`src/rtl/core/ktpt_pkg.sv`:
```
// Shared types and constants for the keyed top price table.
package ktpt_pkg;

    localparam int KEY_W    = 16;
    localparam int DETAIL_W = 64;
    localparam int PRICE_W  = 31;
    localparam int LIMIT_W  = 7;
    localparam int USED_W   = 7;
    // Wide enough to address the largest supported table.
    localparam int SLOT_W   = 6;

    localparam logic [PRICE_W-1:0] MAX_INT = {PRICE_W{1'b1}};

    localparam logic CMD_SALE = 1'b0;
    localparam logic CMD_LIST = 1'b1;

    typedef struct packed {
        logic                cmd;
        logic                item_known;
        logic                net_valued;
        logic [KEY_W-1:0]    item_key;
        logic [DETAIL_W-1:0] item_detail;
        logic [PRICE_W-1:0]  sale_price;
        logic [LIMIT_W-1:0]  list_limit;
    } req_word_t;

    typedef struct packed {
        logic                entry_valid;
        logic [KEY_W-1:0]    entry_key;
        logic [DETAIL_W-1:0] entry_detail;
        logic [PRICE_W-1:0]  entry_price;
        logic                table_changed;
        logic                dirty_flag;
        logic [USED_W-1:0]   entries_used;
        logic                last_in_run;
    } rsp_word_t;

    // Item under work, seen by every cell at once.
    typedef struct packed {
        logic                net;
        logic [KEY_W-1:0]    key;
        logic [DETAIL_W-1:0] detail;
        logic [PRICE_W-1:0]  price;
    } bcast_t;

    // Search state handed from one cell to the next.
    typedef struct packed {
        logic               act;
        logic               matched;
        logic               raise;
        logic [SLOT_W-1:0]  idx;
        logic               min_found;
        logic [PRICE_W-1:0] min_price;
        logic [SLOT_W-1:0]  min_idx;
    } token_t;

    typedef struct packed {
        logic              en;
        logic              full;
        logic [SLOT_W-1:0] idx;
    } wr_ctl_t;

endpackage

```
`src/rtl/core/ktpt_cell.sv`:
```
// One table entry with its stage of the key match and minimum price search.
module ktpt_cell
    import ktpt_pkg::*;
#(
    parameter int CELL = 0
)
(
    input  logic                clk,
    input  logic                rst_n,
    input  logic                occ,
    input  bcast_t              bc,
    input  wr_ctl_t             wr,
    input  token_t              tok_in,
    output token_t              tok_out,
    output logic [KEY_W-1:0]    key,
    output logic [DETAIL_W-1:0] detail,
    output logic [PRICE_W-1:0]  price
);

    logic [KEY_W-1:0]    key_reg;
    logic [DETAIL_W-1:0] detail_reg;
    logic [PRICE_W-1:0]  price_reg;
    token_t              tok_reg;
    token_t              tok_next;
    logic                hit;
    logic                lower;
    logic                wr_here;

    assign wr_here = wr.en && (wr.idx == SLOT_W'(CELL));

    // Only the first matching key counts; later duplicates are passed over.
    assign hit   = occ && !bc.net && !tok_in.matched && (key_reg == bc.key);
    assign lower = occ && (price_reg < tok_in.min_price);

    always_comb
    begin
        tok_next           = tok_in;
        tok_next.matched   = tok_in.matched || hit;
        tok_next.raise     = hit ? (price_reg < bc.price) : tok_in.raise;
        tok_next.idx       = hit ? SLOT_W'(CELL) : tok_in.idx;
        tok_next.min_found = tok_in.min_found || lower;
        tok_next.min_price = lower ? price_reg : tok_in.min_price;
        tok_next.min_idx   = lower ? SLOT_W'(CELL) : tok_in.min_idx;
    end

    always_ff @(posedge clk or negedge rst_n)
    begin
        if (!rst_n)
        begin
            tok_reg <= '0;
        end
        else
        begin
            tok_reg <= tok_next;
        end
    end

    always_ff @(posedge clk)
    begin
        if (wr_here)
        begin
            price_reg <= bc.price;
            if (wr.full)
            begin
                key_reg    <= bc.key;
                detail_reg <= bc.detail;
            end
        end
    end

    assign tok_out = tok_reg;
    assign key     = key_reg;
    assign detail  = detail_reg;
    assign price   = price_reg;

endmodule

```
`src/rtl/core/keyed_top_price_table.sv`:
```
// Keyed top price table: top level with control, list streaming and result register.
//
// Holds up to ENTRIES (key, detail, price) entries in a row of cells. A sale of a
// known item sends a search word down the cell row, one cell per cycle, which finds
// the first key match (none for a net-valued item) and the lowest price below
// MAX_INT; the table is updated when the word leaves the last cell. A listing
// returns one entry per cycle while the result register is free; an unknown item
// or an empty listing skips the search. The block takes one item at a time; the
// result register lets it take the next item while the last result still waits.
// No clearing pass is needed after reset.
module keyed_top_price_table
    import ktpt_pkg::*;
#(
    parameter int ENTRIES = 16
)
(
    input  logic      clk,
    input  logic      rst_n,
    input  logic      req_valid,
    output logic      req_stall,
    input  req_word_t req,
    output logic      rsp_valid,
    input  logic      rsp_stall,
    output rsp_word_t rsp
);

    localparam int IDX_W = (ENTRIES > 1) ? $clog2(ENTRIES) : 1;
    localparam int CNT_W = $clog2(ENTRIES + 1);

    typedef enum logic [1:0] {
        S_IDLE,
        S_SCAN,
        S_RESULT,
        S_LIST
    } state_t;

    state_t              state_reg;
    req_word_t           item_reg;
    logic                start_reg;
    logic [CNT_W-1:0]    count_reg;
    logic                dirty_reg;
    logic                changed_reg;
    logic [IDX_W-1:0]    list_idx_reg;
    logic [CNT_W-1:0]    list_n_reg;
    logic                rsp_valid_reg;
    rsp_word_t           rsp_reg;

    bcast_t              bc;
    wr_ctl_t             wr;
    token_t              tok [ENTRIES+1];
    logic [ENTRIES-1:0]  act_vec;
    logic [KEY_W-1:0]    ent_key    [ENTRIES];
    logic [DETAIL_W-1:0] ent_detail [ENTRIES];
    logic [PRICE_W-1:0]  ent_price  [ENTRIES];

    logic                out_free;
    logic                rsp_load;
    logic                scan_done;
    logic                commit_changed;
    logic                commit_append;
    logic [USED_W-1:0]   cnt_ext;
    logic [LIMIT_W-1:0]  list_n_ext;
    logic                list_last;

    assign bc.net    = item_reg.net_valued;
    assign bc.key    = item_reg.item_key;
    assign bc.detail = item_reg.item_detail;
    assign bc.price  = item_reg.sale_price;

    always_comb
    begin
        tok[0]           = '0;
        tok[0].act       = start_reg;
        tok[0].min_price = MAX_INT;
    end

    for (genvar i = 0; i < ENTRIES; i++)
    begin : g_cell
        ktpt_cell #(
            .CELL (i)
        ) u_cell (
            .clk     (clk),
            .rst_n   (rst_n),
            .occ     (CNT_W'(i) < count_reg),
            .bc      (bc),
            .wr      (wr),
            .tok_in  (tok[i]),
            .tok_out (tok[i+1]),
            .key     (ent_key[i]),
            .detail  (ent_detail[i]),
            .price   (ent_price[i])
        );
        assign act_vec[i] = tok[i+1].act;
    end

    assign scan_done = (state_reg == S_SCAN) && tok[ENTRIES].act;

    // Decide the single table write once the search word leaves the row.
    always_comb
    begin
        wr             = '0;
        commit_changed = 1'b0;
        commit_append  = 1'b0;
        if (scan_done)
        begin
            priority if (tok[ENTRIES].matched)
            begin
                if (tok[ENTRIES].raise)
                begin
                    wr.en          = 1'b1;
                    wr.idx         = tok[ENTRIES].idx;
                    commit_changed = 1'b1;
                end
            end
            else if (count_reg < CNT_W'(ENTRIES))
            begin
                wr.en          = 1'b1;
                wr.full        = 1'b1;
                wr.idx         = SLOT_W'(count_reg);
                commit_changed = 1'b1;
                commit_append  = 1'b1;
            end
            else if (tok[ENTRIES].min_found)
            begin
                wr.en          = 1'b1;
                wr.full        = 1'b1;
                wr.idx         = tok[ENTRIES].min_idx;
                commit_changed = 1'b1;
            end
        end
    end

    assign out_free   = !rsp_valid_reg || !rsp_stall;
    assign rsp_load   = out_free && ((state_reg == S_RESULT) || (state_reg == S_LIST));
    assign cnt_ext    = USED_W'(count_reg);
    assign list_n_ext = (LIMIT_W'(cnt_ext) < req.list_limit) ? LIMIT_W'(cnt_ext)
                                                              : req.list_limit;
    assign list_last  = (CNT_W'(list_idx_reg) + CNT_W'(1)) == list_n_reg;

    always_ff @(posedge clk or negedge rst_n)
    begin
        if (!rst_n)
        begin
            state_reg     <= S_IDLE;
            item_reg      <= '0;
            start_reg     <= 1'b0;
            count_reg     <= '0;
            dirty_reg     <= 1'b0;
            changed_reg   <= 1'b0;
            list_idx_reg  <= '0;
            list_n_reg    <= '0;
            rsp_valid_reg <= 1'b0;
            rsp_reg       <= '0;
        end
        else
        begin
            start_reg     <= (state_reg == S_IDLE) && req_valid && (req.cmd != CMD_LIST)
                             && req.item_known;
            rsp_valid_reg <= rsp_load || (rsp_valid_reg && rsp_stall);
            unique case (state_reg)
                S_IDLE:
                begin
                    if (req_valid)
                    begin
                        item_reg    <= req;
                        changed_reg <= 1'b0;
                        priority if (req.cmd == CMD_LIST)
                        begin
                            if (list_n_ext == '0)
                            begin
                                state_reg <= S_RESULT;
                            end
                            else
                            begin
                                list_n_reg   <= CNT_W'(list_n_ext);
                                list_idx_reg <= '0;
                                state_reg    <= S_LIST;
                            end
                        end
                        else if (req.item_known)
                        begin
                            state_reg <= S_SCAN;
                        end
                        else
                        begin
                            state_reg <= S_RESULT;
                        end
                    end
                end
                S_SCAN:
                begin
                    if (scan_done)
                    begin
                        changed_reg <= commit_changed;
                        if (commit_changed)
                        begin
                            dirty_reg <= 1'b1;
                        end
                        if (commit_append)
                        begin
                            count_reg <= count_reg + CNT_W'(1);
                        end
                        state_reg <= S_RESULT;
                    end
                end
                S_RESULT:
                begin
                    if (out_free)
                    begin
                        rsp_reg.entry_valid   <= 1'b0;
                        rsp_reg.entry_key     <= '0;
                        rsp_reg.entry_detail  <= '0;
                        rsp_reg.entry_price   <= '0;
                        rsp_reg.table_changed <= changed_reg;
                        rsp_reg.dirty_flag    <= dirty_reg;
                        rsp_reg.entries_used  <= cnt_ext;
                        rsp_reg.last_in_run   <= 1'b1;
                        state_reg             <= S_IDLE;
                    end
                end
                S_LIST:
                begin
                    if (out_free)
                    begin
                        rsp_reg.entry_valid   <= 1'b1;
                        rsp_reg.entry_key     <= ent_key[list_idx_reg];
                        rsp_reg.entry_detail  <= ent_detail[list_idx_reg];
                        rsp_reg.entry_price   <= ent_price[list_idx_reg];
                        rsp_reg.table_changed <= 1'b0;
                        rsp_reg.dirty_flag    <= dirty_reg;
                        rsp_reg.entries_used  <= cnt_ext;
                        rsp_reg.last_in_run   <= list_last;
                        list_idx_reg          <= list_idx_reg + IDX_W'(1);
                        if (list_last)
                        begin
                            state_reg <= S_IDLE;
                        end
                    end
                end
                default:
                begin
                    state_reg <= S_IDLE;
                end
            endcase
        end
    end

    assign req_stall = (state_reg != S_IDLE);
    assign rsp_valid = rsp_valid_reg;
    assign rsp       = rsp_reg;

    // At most one search word is ever in the cell row.
    a_one_word: assert property (@(posedge clk) disable iff (!rst_n)
        $onehot0(act_vec))
        else $error("more than one search word in the cell row");

    a_count_bound: assert property (@(posedge clk) disable iff (!rst_n)
        count_reg <= CNT_W'(ENTRIES))
        else $error("entry count exceeds table size");

    a_dirty_sticky: assert property (@(posedge clk) disable iff (!rst_n)
        !$fell(dirty_reg))
        else $error("dirty mark cleared without reset");

    a_write_on_scan: assert property (@(posedge clk) disable iff (!rst_n)
        wr.en |-> (state_reg == S_SCAN) && commit_changed)
        else $error("table write outside the end of a search");

    a_scan_start: assert property (@(posedge clk) disable iff (!rst_n)
        start_reg |-> (state_reg == S_SCAN) && $past(state_reg == S_IDLE))
        else $error("search word launched outside a sale");

endmodule

```
`config.mk`:
```
export PLATFORM = sky130hd
export DESIGN_NAME = keyed_top_price_table
export DESIGN_NICKNAME = d
export VERILOG_FILES = /design/src/rtl/core/ktpt_pkg.sv /design/src/rtl/core/ktpt_cell.sv /design/src/rtl/core/keyed_top_price_table.sv
export SDC_FILE = /design/constraint.sdc
export NUM_CORES = 2
export LEC_CHECK = 0
export BUFFER_PORTS_ARGS = -buffer_cell sky130_fd_sc_hd__buf_4
export CAP_MARGIN = 20
export CORE_ASPECT_RATIO = 1.5
export CORE_MARGIN = 1.5
export CORE_UTILIZATION = 55
export DETAILED_ROUTE_END_ITERATION = 8
export PLACE_DENSITY = 0.74
export SETUP_SLACK_MARGIN = 0.4
export SYNTH_ARGS = -nofsm -noshare
export SYNTH_HDL_FRONTEND = slang
export SYNTH_SLANG_ARGS = --single-unit
```
`constraint.sdc`:
```
create_clock -name clk -period 6.5 [get_ports clk]
set_input_delay 0.975 -clock clk [delete_from_list [all_inputs] [get_ports clk]]
set_output_delay 0.975 -clock clk [all_outputs]
set_load 0.02 [all_outputs]
```
== Yosys cells after proc, flatten, opt, wreduce, memory -nomap -nowiden ==
Cells that the tools add are included.
Storage, ports and cells
  memories: 0
  bits in read-only memories: 0
  word-level logic and storage cells: 549
  flip-flop bits (word level): 2739
  bits of input ports: 125
  bits in writable memories: 0
  latch bits: 0
  output and inout bits: 124
Cells by class
  multiply operators: 0
  bitwise logic cells: 3
  eq/ne operators: 42
  reductions and logical operators: 167
  div/mod/pow operators: 0
  shift-type cells: 0
  $lt $le $gt $ge: 51
  add/sub/neg operators: 3
  mux-type cells: 106
Operator list (number)
  31-bit < comparator: 31
  31-bit 2-to-1 mux: 17
  64-bit binary-select mux with 4-bit select: 1
  16-bit equality test: 16
  122-bit 2-to-1 mux: 2
  122-bit case mux with 2 select lines: 1
  6-bit 2-to-1 mux: 30
  64-bit 2-to-1 mux: 2
  31-bit binary-select mux with 4-bit select: 1
  1-bit logical AND: 85
  16-bit binary-select mux with 4-bit select: 1
  6-bit by 4-bit equality test with 1-bit output (second input constant): 8
  4-bit by 5-bit < comparator with 1-bit output (first input constant): 8
  2-bit AND reduction: 17
  1-bit logical OR: 33
  16-bit 2-to-1 mux: 2
  31-bit < comparator (second input constant): 1
  1-bit 2-to-1 mux: 31
  6-bit by 3-bit equality test with 1-bit output (second input constant): 4
  8-bit 2-to-1 mux: 3
  3-bit by 5-bit < comparator with 1-bit output (first input constant): 4
  1-bit logical NOT: 18
  4-bit 2-to-1 mux: 4
  2-bit 2-to-1 mux: 7
  other kinds (27): 45

== Longest topological paths before layout ==
  depth in word-level cells: 7
  gate-level depth with buffers: 11
  gate-level depth less buffers: 9

== By module ==
A second synthesis with hierarchy kept.
Unflattened totals
  cells, all modules: 8829
  area, all modules: 131056.9 µm²
By module, submodules not included
  ktpt_cell (g_cell[11].u_cell ...): times used 5, cells an instance 452, area an instance 6745.2 µm²
  keyed_top_price_table: times used 1, cells an instance 1611, area an instance 23142.2 µm²
  ktpt_cell (g_cell[10].u_cell ...): times used 3, cells an instance 451, area an instance 6745.2 µm²
  ktpt_cell (g_cell[15].u_cell ...): times used 3, cells an instance 451, area an instance 6744.0 µm²
  ktpt_cell (g_cell[9].u_cell): times used 1, cells an instance 449, area an instance 6747.7 µm²
  ktpt_cell (g_cell[8].u_cell): times used 1, cells an instance 449, area an instance 6745.2 µm²
  ktpt_cell (g_cell[3].u_cell): times used 1, cells an instance 452, area an instance 6744.0 µm²
  ktpt_cell (g_cell[4].u_cell): times used 1, cells an instance 451, area an instance 6742.7 µm²
  ktpt_cell (g_cell[0].u_cell): times used 1, cells an instance 451, area an instance 6741.5 µm²

== Worst setup path before layout ==
No wires, ideal clock.
  path type: register to register
  start: reg state_reg[0]
  end: reg g_cell[4].u_cell.detail_reg[0] (enable)
  required time: 5.981 ns
  slack: 0.905 ns
  stages on the path, launching flop included: 9
  arrival time: 5.076 ns
  period minus slack after synthesis: 5.595 ns
  cells stage by stage: dfrtp_1 -> clkbuf_1 -> nor4bb_1 -> o21ai_0 -> nor2_1 -> a21oi_1 -> nand2b_1 -> clkbuf_1 -> nor2_1
Between the ends
  longest elaborated chain between the ends: 6
RTL lines
  from (decl): line keyed_top_price_table.sv:37  | state_t state_reg;
  from (signal assigned): line keyed_top_price_table.sv:144  | state_reg <= S_IDLE;
  from (signal assigned): line keyed_top_price_table.sv:171  | state_reg <= S_RESULT;
  from (signal assigned): line keyed_top_price_table.sv:177  | state_reg <= S_LIST;
  2-bit by 1-bit equality test with 1-bit output (*): line keyed_top_price_table.sv:96  | assign scan_done = (state_reg == S_SCAN) && tok[ENTRIES].act;
  1-bit logical AND (*): line keyed_top_price_table.sv:96
  8-bit 2-to-1 mux (*): line keyed_top_price_table.sv:104  | if (scan_done)
  6-bit by 3-bit equality test with 1-bit output: line ktpt_cell.sv:29  | assign wr_here = wr.en && (wr.idx == SLOT_W'(CELL));
  1-bit logical AND: line ktpt_cell.sv:29
  2-bit AND reduction (no line) (*)
  to (signal assigned): line ktpt_cell.sv:66  | detail_reg <= bc.detail;
  to (decl): line ktpt_cell.sv:21  | logic [DETAIL_W-1:0] detail_reg;
Mark *: on every way between the ends. The rest lies on a longest branch, timed or not.
A chain may end at the register's enable or synchronous reset.

== Final worst setup path ==
  start: reg count_reg[4]
  end: reg g_cell[9].u_cell.detail_reg[3] (enable)
Between the ends
  longest elaborated chain between the ends: 7
  elaborated cells on any way between the ends: 9
  classes of those cells: order compare (1); eq/ne (1); mux (5); reduce/logical (2)
RTL lines
  from (decl): line keyed_top_price_table.sv:40  | logic [CNT_W-1:0] count_reg;
  from (signal assigned): line keyed_top_price_table.sv:201  | count_reg <= count_reg + CNT_W'(1);
  5-bit < comparator: line keyed_top_price_table.sv:115  | else if (count_reg < CNT_W'(ENTRIES))
  8-bit 2-to-1 mux (*): line keyed_top_price_table.sv:115
  6-bit 2-to-1 mux: line keyed_top_price_table.sv:106  | priority if (tok[ENTRIES].matched)
  8-bit 2-to-1 mux (*): line keyed_top_price_table.sv:104
  6-bit by 4-bit equality test with 1-bit output: line ktpt_cell.sv:29
  1-bit logical AND: line ktpt_cell.sv:29
  2-bit AND reduction (no line) (*)
  to (signal assigned): line ktpt_cell.sv:66
  to (decl): line ktpt_cell.sv:21
Marked as above.

==> run metrics <==
status=completed; # rows=212; vias in the first global route=approximately 75000; worst-path fanout max=58; post-synthesis async set-or-reset flop share=33.11%; Pleak=roughly 55 nW; Hold Vio Cnt, Final=0; simple-gate portion of the synthesized area=4.162%; r2r startpoint=count_reg[4]$_DFFE_PN0P_; Reg-to-Reg End=g_cell[9].u_cell.detail[3]$_DFFE_PP_; Slew @ Worst Pin=1.334 ns; number of synthesized flops with an enable pin=1776; worst reg-to-reg setup slack=2.22 ns; top cell types by occurrence after synthesis=1776 x edfxtp_1, 936 x ha_1, 879 x dfrtp_1; final worst slack=2.224 ns; Yosys cell types=between 80 and 90; max reg flops=1024; Clock Sink Count=2655; CTS Hold Bufs=0; chip width=between 300 and 400 um; reg2reg path depth=7; Layout Utilization=a little over 60%; min cycle time layout=~4.3 ns; Core ar.=about 220000 um^2; Primary FF master, synth=edfxtp_1; Cells after Synth=7699; CTS resizes=0; grt total ovfl=0; fill count=15850; Final period util=65.78%; Area Growth Syn to Fin=11.70%; Worst EP arrival=4.81 ns; CP endpoint=g_cell[9].u_cell.detail[3]$_DFFE_PP_; Max H-tree Level=4; Setup crit start=count_reg[4]$_DFFE_PN0P_; WP data required=7.03 ns; Netlist Area Pre-Place=123200 um^2; largest family of logic cells by synthesized area=multiplexers; Setup-failing EPs final=0; DR iter-0 viols=6508; most frequent cell after synthesis=edfxtp_1; Max Clk Rate=233.9 MHz; clock latency on the worst-skew pair=0.95 ns; drt drc=0; global-route wire length before repair=507.6 mm; post-synthesis compound-gate area fraction=5.489%; global placement routability congestion=0.9828; TNS Setup=0 ns; starting density of the core=55.36%; CTS tree=done; VDD IR max=0.4120 mV; multiplexer area fraction after synthesis=15.21%; layout cell share with drive strength beyond 1=23.63%; clk slew on worst S/H paths=~0.07 ns; Mean Syn Cell Area=16.00 um^2; placed wire-length estimate=238.3 mm; max-cap violation count=0; Placement Setup Slack=2.294 ns; synthesis-stage register bit count=2655; leading area contributor after synthesis=edfxtp_1; Startpoint Class=register; crit path capture type=register; CTS buffer count=242; synth warn=0; GRT Total Usage=30.81%; die area=between 200000 and 250000 um^2; drt total wl=~350 mm; CTS root buffer=clkbuf_16; Routed wire per std cell=31.11 um; hold_ws=approximately 0.16 ns; TritonRoute pass-1 iters=7; Synth Area in Adders=9.513%; sequential fraction of the synthesis area=between 60% and 70%; NumNets Final=9133; antenna violations before repair=14; Slew HR=between 10 and 15%; input/output buffers=246; largest net degree at the start of global routing=168; antenna-violating nets left=0; routed vias=slightly above 70000; Final Max Slew Viols=0; CP Class=register to register; Max Buffers Root-to-Sink=4; Post-Synth XOR/XNOR Area=about 1.9%; synth top area cells=edfxtp_1 43%, dfrtp_1 18%, mux4_2 10%, ha_1 9.5%, mux2_2 4.3%; post-synth top area share=43.28%; die span in y=582.7 um; DR vias/cell=6.410; worst min path class=input port to asynchronous set/reset pin; # IOs=249; Post-Route Skew=0.1241 ns; PwrDens=406.1 nW/um^2; RSZ-0062 raised after global routing=false; # Post-CTS Setup Buffers=0
==> placed cells by master, fill, tap and decap left out, types with 16 or more instances in the layout <==
cell type | Yosys | layout
edfxtp_1 | 1776 | 1776
ha_1 | 936 | 936
dfrtp_1 | 879 | 875
mux4_2 | 555 | 555
inv_1 | 510 | 510
mux2_2 | 469 | 469
buf_4 | 15 | 352
a21oi_1 | 283 | 281
clkbuf_16 | 0 | 252
o21ai_0 | 198 | 196
nand2_1 | 176 | 175
nand4_1 | 148 | 148
xnor2_1 | 144 | 144
a21o_1 | 139 | 139
nand2b_1 | 126 | 126
xor2_1 | 120 | 120
nand3_1 | 117 | 117
a22o_1 | 114 | 114
nor2_1 | 138 | 107
nor4_1 | 55 | 55
a211oi_1 | 55 | 55
nor2b_1 | 54 | 53
mux2_4 | 53 | 53
clkbuf_1 | 133 | 47
clkinv_2 | 0 | 42
nor3_1 | 39 | 39
buf_12 | 2 | 39
or2_2 | 34 | 34
clkbuf_8 | 0 | 34
nor2_4 | 0 | 31
a31oi_1 | 29 | 29
o211ai_1 | 24 | 24
bufinv_16 | 0 | 22
and2_1 | 22 | 21
a2111oi_0 | 20 | 19
clkinv_1 | 0 | 18
and4_1 | 16 | 16
==> final cells by class <==
cell class	instances	area [um^2]	area share [%]
flip-flops and latches	2655	75340	54.74
diodes	11	27.53	0.02000
repair buffers	395	3501	2.544
multi-input cells	4268	44980	32.68
well taps	2889	3615	2.626
clock buffers	334	6955	5.054
clock inverters	116	1292	0.9391
inverters	510	1914	1.391
==> cell families after synthesis <==
logic type | Yosys count
flip-flops | 2655
multiplexers | 1092
AO/OA/AOI/OAI | 1010
AND/OR/NAND/NOR | 963
adder cells (fa/ha/maj) | 937
buffers and inverters | 777
XOR/XNOR | 264
other | 1
==> metrics by stage <==
step,power [mW],std cells,instance area (um^2)
detailed placement,41.15,10710,129200
global placement,40.58,10700,129100
finish,55.89,11180,137600
global route,57.98,11170,137600
CTS,55.99,11160,137500
floorplan,34.12,7700,123200
==> layer usage <==
layer	wire [um]	global-route usage [%]
met1	119400	34.97
met2	176500	53.05
met3	22300	5.009
met4	29420	21.83
met5	93	0
==> power by group <==
part           total (mW)  internal, mW  switching, mW
Clock                14.9          8.37           6.48
Sequential           23.4          21.0           2.43
Combinational        17.6          7.68           9.93
Total                55.9          37.1           18.8
==> worst min path at each step <==
stage,start,end,depth (start not counted),slack [ns]
3_5_place_dp,g_cell[1].u_cell.tok_out[46]$_DFF_PN0_,g_cell[2].u_cell.tok_out[46]$_DFF_PN0_,0,0.34
2_1_floorplan,start_reg$_DFF_PN0_,g_cell[0].u_cell.tok_out[46]$_DFF_PN0_,0,0.33
5_1_grt,rst_n,g_cell[1].u_cell.tok_out[6]$_DFF_PN0_,1,0.20
4_1_cts,rst_n,g_cell[1].u_cell.tok_out[6]$_DFF_PN0_,1,0.16
3_3_place_gp,g_cell[4].u_cell.tok_out[46]$_DFF_PN0_,g_cell[5].u_cell.tok_out[46]$_DFF_PN0_,0,0.34
6_report,rst_n,g_cell[1].u_cell.tok_out[6]$_DFF_PN0_,1,0.16
==> critical path: stages (launching register included) <==
cell	delay [ns]
dfrtp_1	0.83
inv_1	0.26
o21ai_0	0.48
nor2_1	0.17
a21oi_1	0.18
nand2b_1	0.46
nor2_4	0.97
buf_12	0.51
Power figures use the tool's default switching activity.
